## src/rtl/iosa_pkg.sv

```systemverilog
// ----------------------------------------------------------------------------
// iosa_pkg
// shared types and constants of the interleaved oversample accumulator
// ----------------------------------------------------------------------------
package iosa_pkg;

	localparam int SLOT_COUNT        = 8;
	localparam int SLOT_W            = 3;
	localparam int SAMPLE_W          = 16;
	localparam int SUM_W             = 28;
	localparam int SRC_W             = 3;
	localparam int MASK_W            = 8;
	localparam int CNT_W             = 4;
	localparam int ROUND_W           = 13;
	localparam int SOURCES_W         = 24;
	localparam int LIM_W             = 17;
	localparam int CFG_IDX_W         = 3;
	localparam int CFG_DATA_W        = 64;
	localparam int OUT_TDATA_W       = 40;

	localparam int MAX_CHANNELS      = 8;
	localparam int MAX_BLOCK_SAMPLES = 4096;
	localparam int MAX_STEPS         = 8;
	localparam int CHAN_LIM          = (MAX_CHANNELS < SLOT_COUNT) ? MAX_CHANNELS : SLOT_COUNT;

	localparam logic [SUM_W-1:0] SUM_MAX = {SUM_W{1'b1}};

	// block sample limit divided by the effective channel count, entry k for k+1 channels
	localparam logic [LIM_W-1:0] ROUND_LIM [SLOT_COUNT] = '{
		LIM_W'(MAX_BLOCK_SAMPLES / 1), LIM_W'(MAX_BLOCK_SAMPLES / 2),
		LIM_W'(MAX_BLOCK_SAMPLES / 3), LIM_W'(MAX_BLOCK_SAMPLES / 4),
		LIM_W'(MAX_BLOCK_SAMPLES / 5), LIM_W'(MAX_BLOCK_SAMPLES / 6),
		LIM_W'(MAX_BLOCK_SAMPLES / 7), LIM_W'(MAX_BLOCK_SAMPLES / 8)
	};

	typedef enum logic [CFG_IDX_W-1:0] {
		REG_CHANNEL_COUNT    = 3'd0,
		REG_ROUNDS_PER_BLOCK = 3'd1,
		REG_CHANNEL_SOURCES  = 3'd2,
		REG_FLASH_MODE       = 3'd3,
		REG_STEP_COUNT       = 3'd4,
		REG_STEP_MASKS       = 3'd5
	} reg_idx_t;

	typedef struct packed {
		logic [SAMPLE_W-1:0] value;
		logic [SLOT_W-1:0]   slot;
		logic [SRC_W-1:0]    src;
		logic                last_round;
		logic                emit;
	} item_t;

endpackage

```

## src/rtl/iosa_seq.sv

```systemverilog
// ----------------------------------------------------------------------------
// iosa_seq
// configuration registers, slot/round/step sequencing and the input stage
// ----------------------------------------------------------------------------
module iosa_seq import iosa_pkg::*; (
	input  logic                  clk,
	input  logic                  arst_n,
	input  logic                  cfg_we,
	input  logic [CFG_IDX_W-1:0]  cfg_index,
	input  logic [CFG_DATA_W-1:0] cfg_data,
	input  logic                  accept,
	input  logic [SAMPLE_W-1:0]   sample_value,
	input  logic                  advance,
	output logic                  valid_s1,
	output item_t                 item_s1
);

	logic [CNT_W-1:0]     channel_count_q;
	logic [ROUND_W-1:0]   rounds_per_block_q;
	logic [SOURCES_W-1:0] channel_sources_q;
	logic                 flash_mode_q;
	logic [CNT_W-1:0]     step_count_q;
	logic [CFG_DATA_W-1:0] step_masks_q;

	logic [SLOT_W-1:0]    slot_q;
	logic [ROUND_W-1:0]   round_q;
	logic [SLOT_W-1:0]    step_q;

	logic [CNT_W-1:0]     chans;
	logic [SLOT_W-1:0]    chan_idx;
	logic [LIM_W-1:0]     lim;
	logic [ROUND_W-1:0]   rounds;
	logic [CNT_W-1:0]     steps;
	logic [CNT_W-1:0]     step_inc;
	logic                 last_round;
	logic                 last_slot;
	logic [SRC_W-1:0]     src;
	logic [MASK_W-1:0]    mask;
	item_t                item_d;

	always_ff @(posedge clk or negedge arst_n) begin
		if (!arst_n) begin
			channel_count_q    <= CNT_W'(1);
			rounds_per_block_q <= ROUND_W'(1);
			channel_sources_q  <= '0;
			flash_mode_q       <= 1'b0;
			step_count_q       <= CNT_W'(1);
			step_masks_q       <= '0;
		end else if (cfg_we) begin
			case (reg_idx_t'(cfg_index))
				REG_CHANNEL_COUNT:    channel_count_q    <= cfg_data[CNT_W-1:0];
				REG_ROUNDS_PER_BLOCK: rounds_per_block_q <= cfg_data[ROUND_W-1:0];
				REG_CHANNEL_SOURCES:  channel_sources_q  <= cfg_data[SOURCES_W-1:0];
				REG_FLASH_MODE:       flash_mode_q       <= cfg_data[0];
				REG_STEP_COUNT:       step_count_q       <= cfg_data[CNT_W-1:0];
				REG_STEP_MASKS:       step_masks_q       <= cfg_data;
				default: ;
			endcase
		end
	end

	always_comb begin
		chans = channel_count_q;
		if (chans == '0)
			chans = CNT_W'(1);
		if (chans > CNT_W'(CHAN_LIM))
			chans = CNT_W'(CHAN_LIM);
		chan_idx = SLOT_W'(chans - CNT_W'(1));

		lim = ROUND_LIM[chan_idx];
		if (lim == '0)
			lim = LIM_W'(1);
		rounds = rounds_per_block_q;
		if (rounds == '0)
			rounds = ROUND_W'(1);
		if (LIM_W'(rounds) > lim)
			rounds = ROUND_W'(lim);

		steps = step_count_q;
		if (steps == '0)
			steps = CNT_W'(1);
		if (steps > CNT_W'(MAX_STEPS))
			steps = CNT_W'(MAX_STEPS);
		step_inc = CNT_W'(step_q) + CNT_W'(1);

		last_round = round_q >= (rounds - ROUND_W'(1));
		last_slot  = CNT_W'(slot_q) >= (chans - CNT_W'(1));
		src        = channel_sources_q[SRC_W*slot_q +: SRC_W];
		mask       = step_masks_q[MASK_W*step_q +: MASK_W];

		item_d.value      = sample_value;
		item_d.slot       = slot_q;
		item_d.src        = src;
		item_d.last_round = last_round;
		item_d.emit       = last_round && (!flash_mode_q || mask[src]);
	end

	always_ff @(posedge clk or negedge arst_n) begin
		if (!arst_n) begin
			slot_q  <= '0;
			round_q <= '0;
			step_q  <= '0;
		end else if (accept) begin
			if (last_slot) begin
				slot_q <= '0;
				if (last_round) begin
					round_q <= '0;
					if (flash_mode_q)
						step_q <= (step_inc >= steps) ? '0 : step_inc[SLOT_W-1:0];
				end else begin
					round_q <= round_q + ROUND_W'(1);
				end
			end else begin
				slot_q <= slot_q + SLOT_W'(1);
			end
		end
	end

	always_ff @(posedge clk or negedge arst_n) begin
		if (!arst_n)
			valid_s1 <= 1'b0;
		else
			valid_s1 <= accept || (valid_s1 && !advance);
	end

	always_ff @(posedge clk) begin
		if (accept)
			item_s1 <= item_d;
	end

endmodule

```

## src/rtl/iosa_acc.sv

```systemverilog
// ----------------------------------------------------------------------------
// iosa_acc
// per-slot running sums and the result register
// ----------------------------------------------------------------------------
module iosa_acc import iosa_pkg::*; (
	input  logic              clk,
	input  logic              arst_n,
	input  logic              advance,
	input  item_t             item_s1,
	input  logic              out_ready,
	output logic              out_valid,
	output logic [SLOT_W-1:0] out_slot,
	output logic [SRC_W-1:0]  out_src,
	output logic [SUM_W-1:0]  out_sum
);

	logic [SUM_W-1:0] sums_q [SLOT_COUNT];
	logic [SUM_W:0]   raw_sum;
	logic [SUM_W-1:0] sat_sum;

	always_comb begin
		raw_sum = {1'b0, sums_q[item_s1.slot]} + (SUM_W+1)'(item_s1.value);
		sat_sum = raw_sum[SUM_W] ? SUM_MAX : raw_sum[SUM_W-1:0];
	end

	// sum is cleared once the block for the slot ends
	always_ff @(posedge clk or negedge arst_n) begin
		if (!arst_n) begin
			for (int i = 0; i < SLOT_COUNT; i++)
				sums_q[i] <= '0;
		end else if (advance) begin
			sums_q[item_s1.slot] <= item_s1.last_round ? '0 : sat_sum;
		end
	end

	always_ff @(posedge clk or negedge arst_n) begin
		if (!arst_n)
			out_valid <= 1'b0;
		else if (advance && item_s1.emit)
			out_valid <= 1'b1;
		else if (out_ready)
			out_valid <= 1'b0;
	end

	always_ff @(posedge clk) begin
		if (advance && item_s1.emit) begin
			out_slot <= item_s1.slot;
			out_src  <= item_s1.src;
			out_sum  <= sat_sum;
		end
	end

endmodule

```

## src/rtl/interleaved_oversample_accumulator_top.sv

```systemverilog
// ----------------------------------------------------------------------------
// interleaved_oversample_accumulator_top
// sums round-robin interleaved samples per slot and emits block sums
// ----------------------------------------------------------------------------
// an accepted sample goes to the input stage, its block sum to the result register
// throughput: one sample per cycle, set by the single read-modify-write of the slot sum
// the input stage stalls only while a block sum waits in the result register
// arst_n clears registers, sums, positions and step index to their initial values
module interleaved_oversample_accumulator_top import iosa_pkg::*; (
	input  logic                   clk,
	input  logic                   arst_n,
	input  logic                   s_tvalid,
	output logic                   s_tready,
	input  logic [SAMPLE_W-1:0]    s_tdata,   // sample_value
	output logic                   m_tvalid,
	input  logic                   m_tready,
	output logic [OUT_TDATA_W-1:0] m_tdata,   // slot, source_id, block_sum, zero pad
	input  logic                   cfg_we,
	input  logic [CFG_IDX_W-1:0]   cfg_index,
	input  logic [CFG_DATA_W-1:0]  cfg_data
);

	logic              accept;
	logic              advance;
	logic              valid_s1;
	item_t             item_s1;
	logic [SLOT_W-1:0] out_slot;
	logic [SRC_W-1:0]  out_src;
	logic [SUM_W-1:0]  out_sum;

	// the input stage moves on unless its word must wait for the result register
	assign advance  = valid_s1 && (!item_s1.emit || !m_tvalid || m_tready);
	assign s_tready = !valid_s1 || advance;
	assign accept   = s_tvalid && s_tready;

	iosa_seq u_seq (
		.clk          (clk),
		.arst_n       (arst_n),
		.cfg_we       (cfg_we),
		.cfg_index    (cfg_index),
		.cfg_data     (cfg_data),
		.accept       (accept),
		.sample_value (s_tdata),
		.advance      (advance),
		.valid_s1     (valid_s1),
		.item_s1      (item_s1)
	);

	iosa_acc u_acc (
		.clk       (clk),
		.arst_n    (arst_n),
		.advance   (advance),
		.item_s1   (item_s1),
		.out_ready (m_tready),
		.out_valid (m_tvalid),
		.out_slot  (out_slot),
		.out_src   (out_src),
		.out_sum   (out_sum)
	);

	assign m_tdata = {{(OUT_TDATA_W - SUM_W - SRC_W - SLOT_W){1'b0}}, out_sum, out_src, out_slot};

`ifndef SYNTHESIS
	a_stall_only_when_blocked: assert property (@(posedge clk) disable iff (!arst_n)
		(valid_s1 && !advance) |-> (m_tvalid && !m_tready))
		else $error("input stage stalled without a blocked result");

	a_result_from_stage: assert property (@(posedge clk) disable iff (!arst_n)
		$rose(m_tvalid) |-> $past(valid_s1 && item_s1.emit))
		else $error("result appeared without an emitting word");

	a_not_ready_when_empty: assert property (@(posedge clk) disable iff (!arst_n)
		!s_tready |-> valid_s1)
		else $error("input refused while the stage is empty");
`endif

endmodule
```

## config.mk

```make
export PLATFORM = sky130hd
export DESIGN_NAME = interleaved_oversample_accumulator_top
export DESIGN_NICKNAME = d
export VERILOG_FILES = /design/src/rtl/iosa_pkg.sv /design/src/rtl/iosa_seq.sv /design/src/rtl/iosa_acc.sv /design/src/rtl/interleaved_oversample_accumulator_top.sv
export SDC_FILE = /design/constraint.sdc
export NUM_CORES = 1
export LEC_CHECK = 0
export BUFFER_PORTS_ARGS = -buffer_cell sky130_fd_sc_hd__buf_4
export CAP_MARGIN = 10
export CORE_MARGIN = 10
export CORE_UTILIZATION = 65
export CTS_BUF_LIST = sky130_fd_sc_hd__clkbuf_4
export DETAILED_ROUTE_END_ITERATION = 16
export GPL_ROUTABILITY_DRIVEN = 0
export PLACE_DENSITY = 0.85
export SETUP_SLACK_MARGIN = 0.4
export SLEW_MARGIN = 20
export SYNTH_ARGS = -nofsm -noshare
export SYNTH_HDL_FRONTEND = slang
export SYNTH_HIERARCHICAL = 1
export SYNTH_SLANG_ARGS = --single-unit
```

## constraint.sdc

```tcl
create_clock -name clk -period 9.94 [get_ports clk]
set_clock_uncertainty 0.1 [all_clocks]
set_input_delay 1.988 -clock clk [delete_from_list [all_inputs] [get_ports clk]]
set_output_delay 1.988 -clock clk [all_outputs]
set_load 0.02 [all_outputs]
```

==> run_summary.xml, run 1 <==
<?xml version="1.0" encoding="UTF-8"?>
<metrics>
  <group name="status">
    <metric name="run_status" unit="">finished, final reports clean</metric>
  </group>
  <group name="floorplan">
    <metric name="die_area" unit="um^2">39200</metric>
    <metric name="core.rowCount" unit="">65</metric>
    <metric name="chipWidth" unit="um">198</metric>
    <metric name="floorplan.initialDensity" unit="%">65.6</metric>
    <metric name="floorplan.core_area" unit="um^2">31400</metric>
    <metric name="fp.dieH" unit="um">198</metric>
    <metric name="pin_count" unit="">130</metric>
  </group>
  <group name="pwr">
    <metric name="power_frac_seq" unit="%">38.6</metric>
    <metric name="p_comb_share" unit="%">40.1</metric>
    <metric name="p_leak" unit="nW">10.3</metric>
    <metric name="swShare" unit="%">38.4</metric>
    <metric name="sw_pwr" unit="mW">2.62</metric>
    <metric name="power_report.internal_total" unit="mW">4.21</metric>
    <metric name="power_per_cell_area" unit="nW/um^2">296</metric>
    <metric name="max-vdd-ir-drop" unit="uV">147</metric>
    <metric name="clock_power_share" unit="%">21.3</metric>
  </group>
  <group name="cells_and_area">
    <metric name="layout.cells.most_common" unit="">sky130_fd_sc_hd__dfrtp_1</metric>
    <metric name="final_cells" unit="">2461</metric>
    <metric name="drive_gt1_share" unit="%">26.6</metric>
    <metric name="commonest_cells_after_routing_fill_and_taps_aside" unit="">sky130_fd_sc_hd__dfrtp_1, sky130_fd_sc_hd__nand2_1, sky130_fd_sc_hd__clkbuf_4</metric>
    <metric name="flow.area_growth_from_synthesis" unit="%">12.1</metric>
    <metric name="layout.filler_cells" unit="">2109</metric>
    <metric name="final_net_count" unit="">2132</metric>
    <metric name="final_core_utilization" unit="%">73.5</metric>
  </group>
  <group name="sta">
    <metric name="min_period_over_period" unit="%">71.8</metric>
    <metric name="final.min_clock_period" unit="ps">7140</metric>
    <metric name="setup_viol" unit="">0</metric>
    <metric name="timing.hold.ws" unit="ps">324</metric>
    <metric name="finalHoldViolCount" unit="">0</metric>
    <metric name="worstMarginPinSlew" unit="ps">1050</metric>
    <metric name="slew_headroom" unit="%">29.2</metric>
    <metric name="setup_repair_after_global_routing_missed_its_margin" unit="">false</metric>
    <metric name="final-max-slew-violation-count" unit="">0</metric>
    <metric name="final.setup.tns" unit="ps">0</metric>
    <metric name="max_freq" unit="MHz">140</metric>
  </group>
  <group name="global_routing">
    <metric name="grt_start_max_net_pins" unit="">183</metric>
    <metric name="antenna_found_initial" unit="">1</metric>
    <metric name="via_count_of_the_first_global_routing_pass" unit="">15900</metric>
    <metric name="gr_util_all_layers" unit="%">26.3</metric>
    <metric name="grt_first_pass_wirelength" unit="um">82200</metric>
    <metric name="grt_remaining_overflow" unit="">0</metric>
  </group>
  <group name="worst_setup_path">
    <metric name="cp_top_family" unit="">simple AND/OR/NAND/NOR gates</metric>
    <metric name="critPathCaptureType" unit="">register</metric>
    <metric name="timing_worst_setup_path_type" unit="">reg2reg</metric>
    <metric name="cp_data_required_time" unit="ps">10450</metric>
    <metric name="timing.critical_path.fanout_max" unit="">20</metric>
    <metric name="cp_cell_sequence" unit="">nor2_1 -&gt; o21bai_2 -&gt; ha_1 -&gt; or4_2 -&gt; o211ai_2 -&gt; inv_1 -&gt; ha_1 -&gt; nand4_1 -&gt; nor3_1 -&gt; o21bai_1 -&gt; a31oi_1 -&gt; buf_4 -&gt; mux2i_1 -&gt; ha_1 -&gt; nor3b_1 -&gt; nand2b_1 -&gt; xor2_1 -&gt; mux2_2 -&gt; ha_1 -&gt; and4_1 -&gt; o2111ai_1 -&gt; a41oi_1 -&gt; and3_1 -&gt; mux2_2</metric>
    <metric name="cpMaxStageDelayCell" unit="">sky130_fd_sc_hd__a41oi_1</metric>
    <metric name="cp_max_stage_delay" unit="ps">690</metric>
    <metric name="timing.critical_path.mode_cell" unit="">sky130_fd_sc_hd__ha_1</metric>
    <metric name="worstSetupStartpointType" unit="">register</metric>
    <metric name="critPathBufInv" unit="">2</metric>
    <metric name="cp.arrival" unit="ps">7640</metric>
  </group>
  <group name="drt">
    <metric name="initialDrtViolationCount" unit="">1342</metric>
    <metric name="route.antenna.remaining_nets" unit="">0</metric>
    <metric name="post_drt_via_cell_ratio" unit="">6.28</metric>
    <metric name="drt-pass1-iter-count" unit="">5</metric>
    <metric name="routed_length_per_instance" unit="um">20.7</metric>
    <metric name="routed_wirelength" unit="um">50900</metric>
    <metric name="dr_total_vias" unit="">15500</metric>
    <metric name="drc" unit="">0</metric>
  </group>
  <group name="hold_path">
    <metric name="hold_class" unit="">reg2reg</metric>
  </group>
  <group name="yosys">
    <metric name="adder_cell_share_of_the_synthesized_area" unit="%">3.56</metric>
    <metric name="synthMuxAreaShare" unit="%">13.9</metric>
    <metric name="synthArstFlopShare" unit="%">86.0</metric>
    <metric name="synthFlopType" unit="">sky130_fd_sc_hd__dfrtp_1</metric>
    <metric name="synthXorXnorAreaFrac" unit="%">1.92</metric>
    <metric name="synth_cell_types" unit="">93</metric>
    <metric name="fraction_of_the_yosys_area_taken_by_sequential_cells" unit="%">51.6</metric>
    <metric name="compound_gate_portion_of_the_synthesized_area" unit="%">15.0</metric>
    <metric name="synth-warning-count" unit="">6</metric>
    <metric name="synth_enable_flop_cells" unit="">58</metric>
    <metric name="syn_area" unit="um^2">20600</metric>
    <metric name="syn_area_per_cell" unit="um^2">11.1</metric>
    <metric name="netlist_instances" unit="">1853</metric>
    <metric name="synth_top_family_by_area" unit="">compound AO/OA/AOI/OAI gates</metric>
    <metric name="synth_seq_cells" unit="">413</metric>
    <metric name="synth_simple_gate_area_share" unit="%">10.5</metric>
  </group>
  <group name="placement">
    <metric name="dp_cells" unit="">2283</metric>
    <metric name="buffer_ports.inserted" unit="">123</metric>
    <metric name="hpwl" unit="um">33100</metric>
  </group>
  <group name="clocking">
    <metric name="cts.repair_timing.setup_buffer_count" unit="">0</metric>
    <metric name="clkLatencyLatePin" unit="ps">770</metric>
    <metric name="cts.sinks" unit="">413</metric>
    <metric name="postCtsResizedCells" unit="">0</metric>
    <metric name="buffer_cell_driving_the_clock_tree_root" unit="">sky130_fd_sc_hd__clkbuf_4</metric>
    <metric name="holdBufCountCts" unit="">0</metric>
    <metric name="cts.htree.levels" unit="">3</metric>
    <metric name="cts.clk_slew.worst_paths" unit="ps">60</metric>
    <metric name="tritoncts" unit="">yes</metric>
    <metric name="clockBufferDepth" unit="">3</metric>
    <metric name="cts_made_buffers" unit="">103</metric>
  </group>
  <group name="flow_run">
    <metric name="max-cap-violations" unit="">0</metric>
  </group>
</metrics>
[flip-flops by register name, summed over array words and instances (netlist names), 4 cells and up]
name and cells:
u_acc/sums_q 224, u_seq/step_masks_q 64, u_acc/out_sum 28, u_seq/channel_sources_q 24, u_seq/item_s1 24, u_seq/round_q 13, u_seq/rounds_per_block_q 13, u_seq/channel_count_q 4
u_seq/step_count_q 4
[Yosys cell counts (all sizes together) (6+ instances only)]
master / count / area share, %
xor2: 24 / 1.0
a211oi: 16 / 0.61
o21ai: 268 / 7.0
nor2b: 15 / 0.46
xnor2: 19 / 0.90
a21o: 11 / 0.40
or2: 12 / 0.36
nor2: 68 / 1.3
dfrtp: 352 / 43
a22oi: 22 / 0.80
a31oi: 6 / 0.18
mux2: 140 / 7.7
nor3: 17 / 0.44
ha: 57 / 3.5
edfxtp: 58 / 8.5
o22a: 14 / 0.60
and3: 9 / 0.28
a211o: 6 / 0.26
nand4: 9 / 0.27
inv: 30 / 0.57
mux2i: 56 / 2.8
mux4: 32 / 3.5
a22o: 38 / 1.6
nand2: 259 / 4.7
clkbuf: 84 / 1.5
nand3: 28 / 0.70
o211ai: 6 / 0.24
a21oi: 60 / 1.6
nor4: 6 / 0.18
buf: 40 / 1.3
nand2b: 13 / 0.43
o21bai: 8 / 0.31
[power groups by stage]
stage | Sequential (mW) | Clock (mW) | Combinational, mW
after detailed placement | 2.65 | 0 | 2.68
after floorplan | 2.58 | 0 | 1.99
after CTS | 2.63 | 1.49 | 2.70
after global routing | 2.69 | 1.58 | 3.01
final | 2.64 | 1.45 | 2.74
after global placement | 2.62 | 0 | 2.57
[cells by family after synthesis]
family | after synthesis
AO/OA/AOI/OAI | 485
XOR/XNOR | 43
adder cells (fa/ha/maj) | 58
buffers and inverters | 155
flip-flops | 413
multiplexers | 228
other | 1
AND/OR/NAND/NOR | 470
[worst paths after layout]
check	start	to	slack [ps]	cells after the start
max	u_seq/channel_count_q[2]$_DFFE_PN0P_	u_seq/step_q[1]$_DFFE_PN0P_	2800	24
min	u_seq/item_s1[2]$_DFFE_PP_	u_acc/out_src[0]$_DFFE_PP_	320	0
max reg2reg	u_seq/channel_count_q[2]$_DFFE_PN0P_	u_seq/step_q[1]$_DFFE_PN0P_	2800	24
min reg2reg	u_seq/item_s1[2]$_DFFE_PP_	u_acc/out_src[0]$_DFFE_PP_	320	0
max in group asynchronous	arst_n	u_seq/channel_count_q[1]$_DFFE_PN0P_	7210	2
min in group asynchronous	arst_n	u_acc/sums_q[117]$_DFFE_PN0P_	1120	1
[per-stage QoR]
stage / cell area, um^2 / setup slack [ps] / total power [mW]
6_report: 23100 / 2800 / 6.83
5_1_grt: 23100 / 2260 / 7.28
4_1_cts: 23100 / 2830 / 6.82
3_5_place_dp: 21700 / 2900 / 5.34
3_3_place_gp: 21700 / 3280 / 5.19
2_1_floorplan: 20600 / 4000 / 4.57
[per-layer routing]
layer,global-route usage [%],routed length (um)
met5,0,0
met2,43.3,24900
met1,33.0,20400
met4,11.9,1730
met3,5.38,3900
[cell type report]
cell class	count	area, um^2	area share [%]
antenna	1	2.50	0.0108
clock buffer	166	1250	5.40
clock inverter	11	103	0.445
inverter	31	121	0.526
multi-input combinational	1290	9330	40.4
sequential	413	10600	46.1
tap	402	503	2.18
timing repair buffer	147	1140	4.94
(Power assumes the default switching activity.)
==> inputs of run 2 (changes only) <==
- CORE_UTILIZATION: 65 -> 63
- PLACE_DENSITY: 0.85 -> 0.82
- clock period: 9.94 -> 6.7 ns (I/O delays scaled with it)
==> run 2 against run 1 <==
Net effect:
- via count grew 0.91%
- global-route usage fell by 0.96 points
- power rose by 49%
- fmax up 14%
- worst hold slack gained 1.4 ps
- largest cell class unchanged
==> run_summary.xml, run 2 (synthesized netlist as in run 1, its figures left out) <==
<?xml version="1.0" encoding="UTF-8"?>
<metrics>
  <group name="placement">
    <metric name="hpwl" unit="um">34000</metric>
    <metric name="buffer_ports.inserted" unit="">123</metric>
    <metric name="dpl-instance-area" unit="um^2">21800</metric>
    <metric name="dp_worst_setup_slack" unit="ps">128</metric>
    <metric name="dp_cells" unit="">2334</metric>
  </group>
  <group name="floorplan">
    <metric name="pin_count" unit="">130</metric>
    <metric name="core.rowCount" unit="">66</metric>
    <metric name="die_area" unit="um^2">40300</metric>
    <metric name="chipWidth" unit="um">201</metric>
    <metric name="floorplan.core_area" unit="um^2">32400</metric>
    <metric name="floorplan.initialDensity" unit="%">63.6</metric>
    <metric name="fp.dieH" unit="um">201</metric>
  </group>
  <group name="drt">
    <metric name="routed_wirelength" unit="um">52400</metric>
    <metric name="drt-pass1-iter-count" unit="">5</metric>
    <metric name="drc" unit="">0</metric>
    <metric name="route.antenna.remaining_nets" unit="">0</metric>
    <metric name="post_drt_via_cell_ratio" unit="">6.16</metric>
    <metric name="dr_total_vias" unit="">15600</metric>
    <metric name="initialDrtViolationCount" unit="">1334</metric>
    <metric name="routed_length_per_instance" unit="um">20.7</metric>
  </group>
  <group name="worst_setup_path">
    <metric name="cp_data_required_time" unit="ps">7210</metric>
    <metric name="timing.critical_path.mode_cell" unit="">sky130_fd_sc_hd__ha_1</metric>
    <metric name="critPathCaptureType" unit="">register</metric>
    <metric name="cp_top_family" unit="">simple AND/OR/NAND/NOR gates</metric>
    <metric name="timing_worst_setup_path_type" unit="">reg2reg</metric>
    <metric name="cp_cell_sequence" unit="">nor2_2 -&gt; o21bai_4 -&gt; ha_1 -&gt; or4_2 -&gt; o211ai_4 -&gt; inv_1 -&gt; ha_1 -&gt; nand4_1 -&gt; nor3_2 -&gt; o21bai_1 -&gt; a31oi_2 -&gt; mux2i_1 -&gt; ha_2 -&gt; nor3b_4 -&gt; nand2b_1 -&gt; xor2_1 -&gt; mux2_2 -&gt; ha_1 -&gt; and4_1 -&gt; o2111ai_1 -&gt; a41oi_1 -&gt; buf_4 -&gt; and3_4 -&gt; mux2_2</metric>
    <metric name="critPathBufInv" unit="">2</metric>
    <metric name="worstSetupStartpointType" unit="">register</metric>
    <metric name="cp_max_stage_delay" unit="ps">650</metric>
    <metric name="cpMaxStageDelayCell" unit="">sky130_fd_sc_hd__or4_2</metric>
    <metric name="timing.critical_path.fanout_max" unit="">7</metric>
    <metric name="cp.arrival" unit="ps">6780</metric>
  </group>
  <group name="global_routing">
    <metric name="gr_util_all_layers" unit="%">25.3</metric>
    <metric name="grt_remaining_overflow" unit="">0</metric>
    <metric name="antenna_found_initial" unit="">1</metric>
    <metric name="grt_first_pass_wirelength" unit="um">83600</metric>
    <metric name="via_count_of_the_first_global_routing_pass" unit="">16000</metric>
    <metric name="grt_start_max_net_pins" unit="">156</metric>
  </group>
  <group name="sta">
    <metric name="final-max-slew-violation-count" unit="">0</metric>
    <metric name="worstMarginPinSlew" unit="ps">1040</metric>
    <metric name="slew_headroom" unit="%">30.7</metric>
    <metric name="post-route-worst-setup-slack" unit="ps">430</metric>
    <metric name="final.setup.tns" unit="ps">0</metric>
    <metric name="max_freq" unit="MHz">159</metric>
    <metric name="finalHoldViolCount" unit="">0</metric>
    <metric name="min_period_over_period" unit="%">93.6</metric>
    <metric name="timing.hold.ws" unit="ps">325</metric>
    <metric name="final.min_clock_period" unit="ps">6270</metric>
    <metric name="setup_viol" unit="">0</metric>
    <metric name="setup_repair_after_global_routing_missed_its_margin" unit="">true</metric>
  </group>
  <group name="clocking">
    <metric name="cts.sinks" unit="">413</metric>
    <metric name="clkLatencyLatePin" unit="ps">760</metric>
    <metric name="buffer_cell_driving_the_clock_tree_root" unit="">sky130_fd_sc_hd__clkbuf_4</metric>
    <metric name="clockBufferDepth" unit="">3</metric>
    <metric name="cts.htree.levels" unit="">3</metric>
    <metric name="cts.clk_slew.worst_paths" unit="ps">70</metric>
    <metric name="cts_made_buffers" unit="">103</metric>
    <metric name="tritoncts" unit="">yes</metric>
  </group>
  <group name="pwr">
    <metric name="p_leak" unit="nW">10.4</metric>
    <metric name="power_per_cell_area" unit="nW/um^2">437</metric>
    <metric name="post-layout-total-power" unit="mW">10.2</metric>
    <metric name="max-vdd-ir-drop" unit="uV">203</metric>
  </group>
  <group name="cells_and_area">
    <metric name="flow.area_growth_from_synthesis" unit="%">13.2</metric>
    <metric name="flip_flop_count_of_the_largest_register_all_copies_and_words_added" unit="">224</metric>
    <metric name="layout.cells.most_common" unit="">sky130_fd_sc_hd__dfrtp_1</metric>
    <metric name="stdcell_area" unit="um^2">23300</metric>
    <metric name="final_net_count" unit="">2153</metric>
    <metric name="commonest_cells_after_routing_fill_and_taps_aside" unit="">sky130_fd_sc_hd__dfrtp_1, sky130_fd_sc_hd__nand2_1, sky130_fd_sc_hd__buf_4</metric>
    <metric name="top_regs" unit="">u_acc/sums_q (224), u_seq/step_masks_q (64), u_acc/out_sum (28)</metric>
    <metric name="regMostFlops" unit="">u_acc/sums_q</metric>
    <metric name="final_core_utilization" unit="%">72.0</metric>
    <metric name="drive_gt1_share" unit="%">27.7</metric>
    <metric name="final_cells" unit="">2530</metric>
  </group>
  <group name="hold_path">
    <metric name="hold_class" unit="">reg2reg</metric>
  </group>
  <group name="flow_run">
    <metric name="max-cap-violations" unit="">0</metric>
  </group>
  <group name="status">
    <metric name="run_status" unit="">finished, final reports clean</metric>
  </group>
</metrics>
-- run 2: cell types whose count changed in the layout (fill, tap and decap cells not counted), moves of 3 or more --
cell | before | now
sky130_fd_sc_hd__inv_2 | 2 | 5
sky130_fd_sc_hd__buf_4 | 143 | 166
sky130_fd_sc_hd__nor3_1 | 16 | 12
sky130_fd_sc_hd__clkbuf_4 | 166 | 153
sky130_fd_sc_hd__clkinv_1 | 7 | 17
sky130_fd_sc_hd__nor3_2 | 1 | 5
sky130_fd_sc_hd__clkinv_2 | 0 | 9
-- run 2: worst paths after layout --
kind                                                 startpoint                                    to  slack, ps  cells after the start
max                        u_seq/channel_count_q[2]$_DFFE_PN0P_           u_seq/step_q[0]$_DFFE_PN0P_        430                     24
min                                  u_seq/item_s1[2]$_DFFE_PP_            u_acc/out_src[0]$_DFFE_PP_        320                      0
max reg2reg                u_seq/channel_count_q[2]$_DFFE_PN0P_           u_seq/step_q[0]$_DFFE_PN0P_        430                     24
min reg2reg                          u_seq/item_s1[2]$_DFFE_PP_            u_acc/out_src[0]$_DFFE_PP_        320                      0
max in group asynchronous                                arst_n  u_seq/channel_count_q[2]$_DFFE_PN0P_       4400                      2
min in group asynchronous                                arst_n         u_acc/sums_q[172]$_DFFE_PN0P_        480                      1
-- run 2: report_power, final --
| group | internal (mW) | total, mW | switching (mW) |
|---|---|---|---|
| clock network | 1.09 | 2.09 | 1.01 |
| logic | 1.71 | 4.17 | 2.45 |
| registers | 3.41 | 3.94 | 0.532 |
| total | 6.21 | 10.2 | 3.99 |
-- run 2: timing repair --
| item | 4_1_cts | 5_1_grt |
|---|---|---|
| buffers inserted | 0 | 10 |
| hold buffers | 0 | 0 |
| pin swaps | 0 | 6 |
| resized for setup | 2 | 16 |
| endpoints found under the setup margin | 16 | 18 |
-- run 2: layer usage --
metal	GRT usage (%)	wire length [um]	part of all wire [%]	up-vias
met5	0	0	0	-
met3	5.70	3960	7.6	128
met2	42.5	26000	50	703
met4	9.17	1340	2.6	0
met1	31.7	21100	40	7676
li1	-	-	-	7084
-- run 2: cell type report --
type / instances / area [um^2]
well taps: 442 / 553
clock buffers: 153 / 1150
fillers: 2268 / 9060
clock inverters: 32 / 166
diodes: 1 / 2.50
repair buffers: 168 / 1280
multi-input cells: 1290 / 9410
inverters: 31 / 121
flip-flops and latches: 413 / 10600
==> inputs of run 3 (changes only) <==
- clock period: 6.7 -> 6.1 ns (I/O delays scaled with it)
==> run 3 against run 2 <==
Net effect:
- final area increased by 2.0%
- largest cell class unchanged
- critical endpoint is now u_seq/step_q[1]$_DFFE_PN0P_
- first-iteration DRC count up 8.9%
- sequential power grew 9.4%
- clock power is 11% higher
- power rose by 13%
- sequential cell count is the same
- critical path depth grew 3
- critical path type unchanged
- combinational power grew 18%
- fmax grew 7.5%
- wire length is 1.4% higher
- worst hold slack got worse by 10 ps
==> run_summary.xml, run 3 (synthesized netlist as in run 1, its figures left out) <==
<?xml version="1.0" encoding="UTF-8"?>
<metrics>
  <group name="status">
    <metric name="run_status" unit="">finished, final reports clean</metric>
  </group>
  <group name="sta">
    <metric name="post-route-worst-setup-slack" unit="ps">270</metric>
    <metric name="min_period_over_period" unit="%">95.6</metric>
    <metric name="setup_viol" unit="">0</metric>
    <metric name="timing.hold.ws" unit="ps">315</metric>
    <metric name="final.min_clock_period" unit="ps">5830</metric>
    <metric name="slew_headroom" unit="%">24.8</metric>
    <metric name="finalHoldViolCount" unit="">0</metric>
    <metric name="setup_repair_after_global_routing_missed_its_margin" unit="">true</metric>
    <metric name="final-max-slew-violation-count" unit="">0</metric>
    <metric name="worstMarginPinSlew" unit="ps">1110</metric>
    <metric name="max_freq" unit="MHz">172</metric>
  </group>
  <group name="flow_run">
    <metric name="max-cap-violations" unit="">0</metric>
  </group>
  <group name="cells_and_area">
    <metric name="drive_gt1_share" unit="%">29.8</metric>
    <metric name="layout.cells.most_common" unit="">sky130_fd_sc_hd__dfrtp_1</metric>
    <metric name="stdcell_area" unit="um^2">23800</metric>
    <metric name="layout.filler_cells" unit="">2188</metric>
    <metric name="commonest_cells_after_routing_fill_and_taps_aside" unit="">sky130_fd_sc_hd__dfrtp_1, sky130_fd_sc_hd__nand2_1, sky130_fd_sc_hd__buf_4</metric>
    <metric name="flow.area_growth_from_synthesis" unit="%">15.5</metric>
    <metric name="top_regs" unit="">u_acc/sums_q (224), u_seq/step_masks_q (64), u_acc/out_sum (28)</metric>
    <metric name="flip_flop_count_of_the_largest_register_all_copies_and_words_added" unit="">224</metric>
    <metric name="regMostFlops" unit="">u_acc/sums_q</metric>
    <metric name="final_net_count" unit="">2176</metric>
  </group>
  <group name="floorplan">
    <metric name="core.rowCount" unit="">66</metric>
    <metric name="floorplan.core_area" unit="um^2">32400</metric>
    <metric name="pin_count" unit="">130</metric>
    <metric name="fp.dieH" unit="um">201</metric>
    <metric name="floorplan.initialDensity" unit="%">63.6</metric>
    <metric name="die_area" unit="um^2">40300</metric>
    <metric name="chipWidth" unit="um">201</metric>
  </group>
  <group name="clocking">
    <metric name="buffer_cell_driving_the_clock_tree_root" unit="">sky130_fd_sc_hd__clkbuf_4</metric>
    <metric name="cts_made_buffers" unit="">101</metric>
    <metric name="tritoncts" unit="">yes</metric>
    <metric name="cts.sinks" unit="">413</metric>
    <metric name="cts.htree.levels" unit="">3</metric>
    <metric name="cts.clk_slew.worst_paths" unit="ps">70</metric>
    <metric name="clockBufferDepth" unit="">3</metric>
    <metric name="holdBufCountCts" unit="">0</metric>
    <metric name="clkLatencyLatePin" unit="ps">810</metric>
  </group>
  <group name="worst_setup_path">
    <metric name="cp_data_required_time" unit="ps">6660</metric>
    <metric name="worstSetupStartpointType" unit="">register</metric>
    <metric name="critPathCaptureType" unit="">register</metric>
    <metric name="timing_worst_setup_path_type" unit="">reg2reg</metric>
    <metric name="r2r_cells" unit="">27</metric>
    <metric name="timing.critical_path.fanout_max" unit="">8</metric>
    <metric name="cp.arrival" unit="ps">6390</metric>
  </group>
  <group name="hold_path">
    <metric name="hold_class" unit="">in2async</metric>
  </group>
  <group name="global_routing">
    <metric name="met2_usage" unit="%">41.9</metric>
    <metric name="antenna_found_initial" unit="">1</metric>
    <metric name="grt_remaining_overflow" unit="">0</metric>
    <metric name="gr_util_all_layers" unit="%">25.4</metric>
    <metric name="via_count_of_the_first_global_routing_pass" unit="">15900</metric>
    <metric name="grt.busiest_layer" unit="">met2</metric>
    <metric name="grt_first_pass_wirelength" unit="um">83900</metric>
    <metric name="global_route.usage.met1" unit="%">32.0</metric>
    <metric name="grt_start_max_net_pins" unit="">139</metric>
    <metric name="gr-usage-met3" unit="%">5.08</metric>
  </group>
  <group name="drt">
    <metric name="route.antenna.remaining_nets" unit="">0</metric>
    <metric name="drt-pass1-iter-count" unit="">5</metric>
    <metric name="routed_wirelength" unit="um">53100</metric>
    <metric name="dr_total_vias" unit="">15800</metric>
    <metric name="post_drt_via_cell_ratio" unit="">6.18</metric>
    <metric name="initialDrtViolationCount" unit="">1453</metric>
    <metric name="drc" unit="">0</metric>
    <metric name="routed_length_per_instance" unit="um">20.7</metric>
  </group>
  <group name="pwr">
    <metric name="max-vdd-ir-drop" unit="uV">265</metric>
    <metric name="p_leak" unit="nW">10.5</metric>
    <metric name="power_per_cell_area" unit="nW/um^2">486</metric>
    <metric name="post-layout-total-power" unit="mW">11.6</metric>
  </group>
  <group name="placement">
    <metric name="dpl-instance-area" unit="um^2">21900</metric>
    <metric name="hpwl" unit="um">33900</metric>
    <metric name="buffer_ports.inserted" unit="">123</metric>
    <metric name="dp_worst_setup_slack" unit="ps">-176</metric>
  </group>
</metrics>
run 3: metrics by stage:
step / util (%) / std cells / setup TNS [ps]
floorplan: - / 1858 / 0
global placement: 67.7 / 2336 / 0
detailed placement: 67.7 / 2336 / -1010
CTS: 72.5 / 2542 / 0
global route: 73.5 / 2560 / 0
finish: 73.5 / 2560 / 0
run 3: critical path, stage by stage, from the launching register on:
cell	delay, ps
sky130_fd_sc_hd__dfrtp_2	420
sky130_fd_sc_hd__nor2_4	150
sky130_fd_sc_hd__o21bai_4	120
sky130_fd_sc_hd__ha_4	200
sky130_fd_sc_hd__buf_8	140
sky130_fd_sc_hd__xnor2_4	230
sky130_fd_sc_hd__buf_6	140
sky130_fd_sc_hd__nor4_1	50
sky130_fd_sc_hd__nor3_1	390
sky130_fd_sc_hd__inv_1	100
sky130_fd_sc_hd__ha_2	340
sky130_fd_sc_hd__inv_2	50
sky130_fd_sc_hd__nor4_4	330
sky130_fd_sc_hd__a31oi_4	60
sky130_fd_sc_hd__buf_6	160
sky130_fd_sc_hd__mux2_4	320
sky130_fd_sc_hd__ha_4	180
sky130_fd_sc_hd__nor3b_4	150
sky130_fd_sc_hd__buf_4	160
sky130_fd_sc_hd__nand2_1	80
sky130_fd_sc_hd__xnor2_1	150
sky130_fd_sc_hd__o21ai_0	140
sky130_fd_sc_hd__ha_1	310
sky130_fd_sc_hd__and4_4	240
sky130_fd_sc_hd__o2111ai_4	120
sky130_fd_sc_hd__a41oi_4	300
sky130_fd_sc_hd__and3_4	240
sky130_fd_sc_hd__mux2_2	340
run 3: report_power, final:
group / switching (mW) / total (mW) / internal, mW
Combinational: 2.87 / 4.92 / 2.05
Clock: 1.11 / 2.33 / 1.22
Sequential: 0.565 / 4.31 / 3.74
run 3: metal layers:
| metal | up-vias | routed length (um) |
|---|---|---|
| li1 | 7121 | - |
| met1 | 7778 | 21300 |
| met2 | 753 | 26000 |
| met3 | 159 | 3740 |
| met4 | 0 | 2140 |
| met5 | - | 0 |
run 3: area by class of cell:
cell class | instances | area [um^2] | share of cell area [%]
antenna | 2 | 5.00 | 0.0210
clock buffer | 158 | 1190 | 4.99
clock inverter | 31 | 159 | 0.668
inverter | 31 | 121 | 0.510
multi-input combinational | 1290 | 9610 | 40.4
sequential | 413 | 10600 | 44.7
tap | 442 | 553 | 2.33
timing repair buffer | 193 | 1510 | 6.35
run 3: repair_timing:
item                                    in CTS  in global routing
endpoints found under the hold margin        0                  0
setup buffers                               16                 16
cloned                                       1                  0
gates resized for setup                     19                 38
pin swaps                                    7                 16
endpoints found under the setup margin      18                 18
run 3: path summary, 6_finish.rpt:
path / startpoint / to / slack, ps
min reg2reg: u_seq/item_s1[2]$_DFFE_PP_ / u_acc/out_src[0]$_DFFE_PP_ / 330
min in group clk: u_seq/item_s1[2]$_DFFE_PP_ / u_acc/out_src[0]$_DFFE_PP_ / 330
max in group asynchronous: arst_n / u_seq/channel_count_q[2]$_DFFE_PN0P_ / 4360
max reg2reg: u_seq/channel_count_q[2]$_DFFE_PN0P_ / u_seq/step_q[1]$_DFFE_PN0P_ / 270
max: u_seq/channel_count_q[2]$_DFFE_PN0P_ / u_seq/step_q[1]$_DFFE_PN0P_ / 270
min: arst_n / u_acc/sums_q[143]$_DFFE_PN0P_ / 310
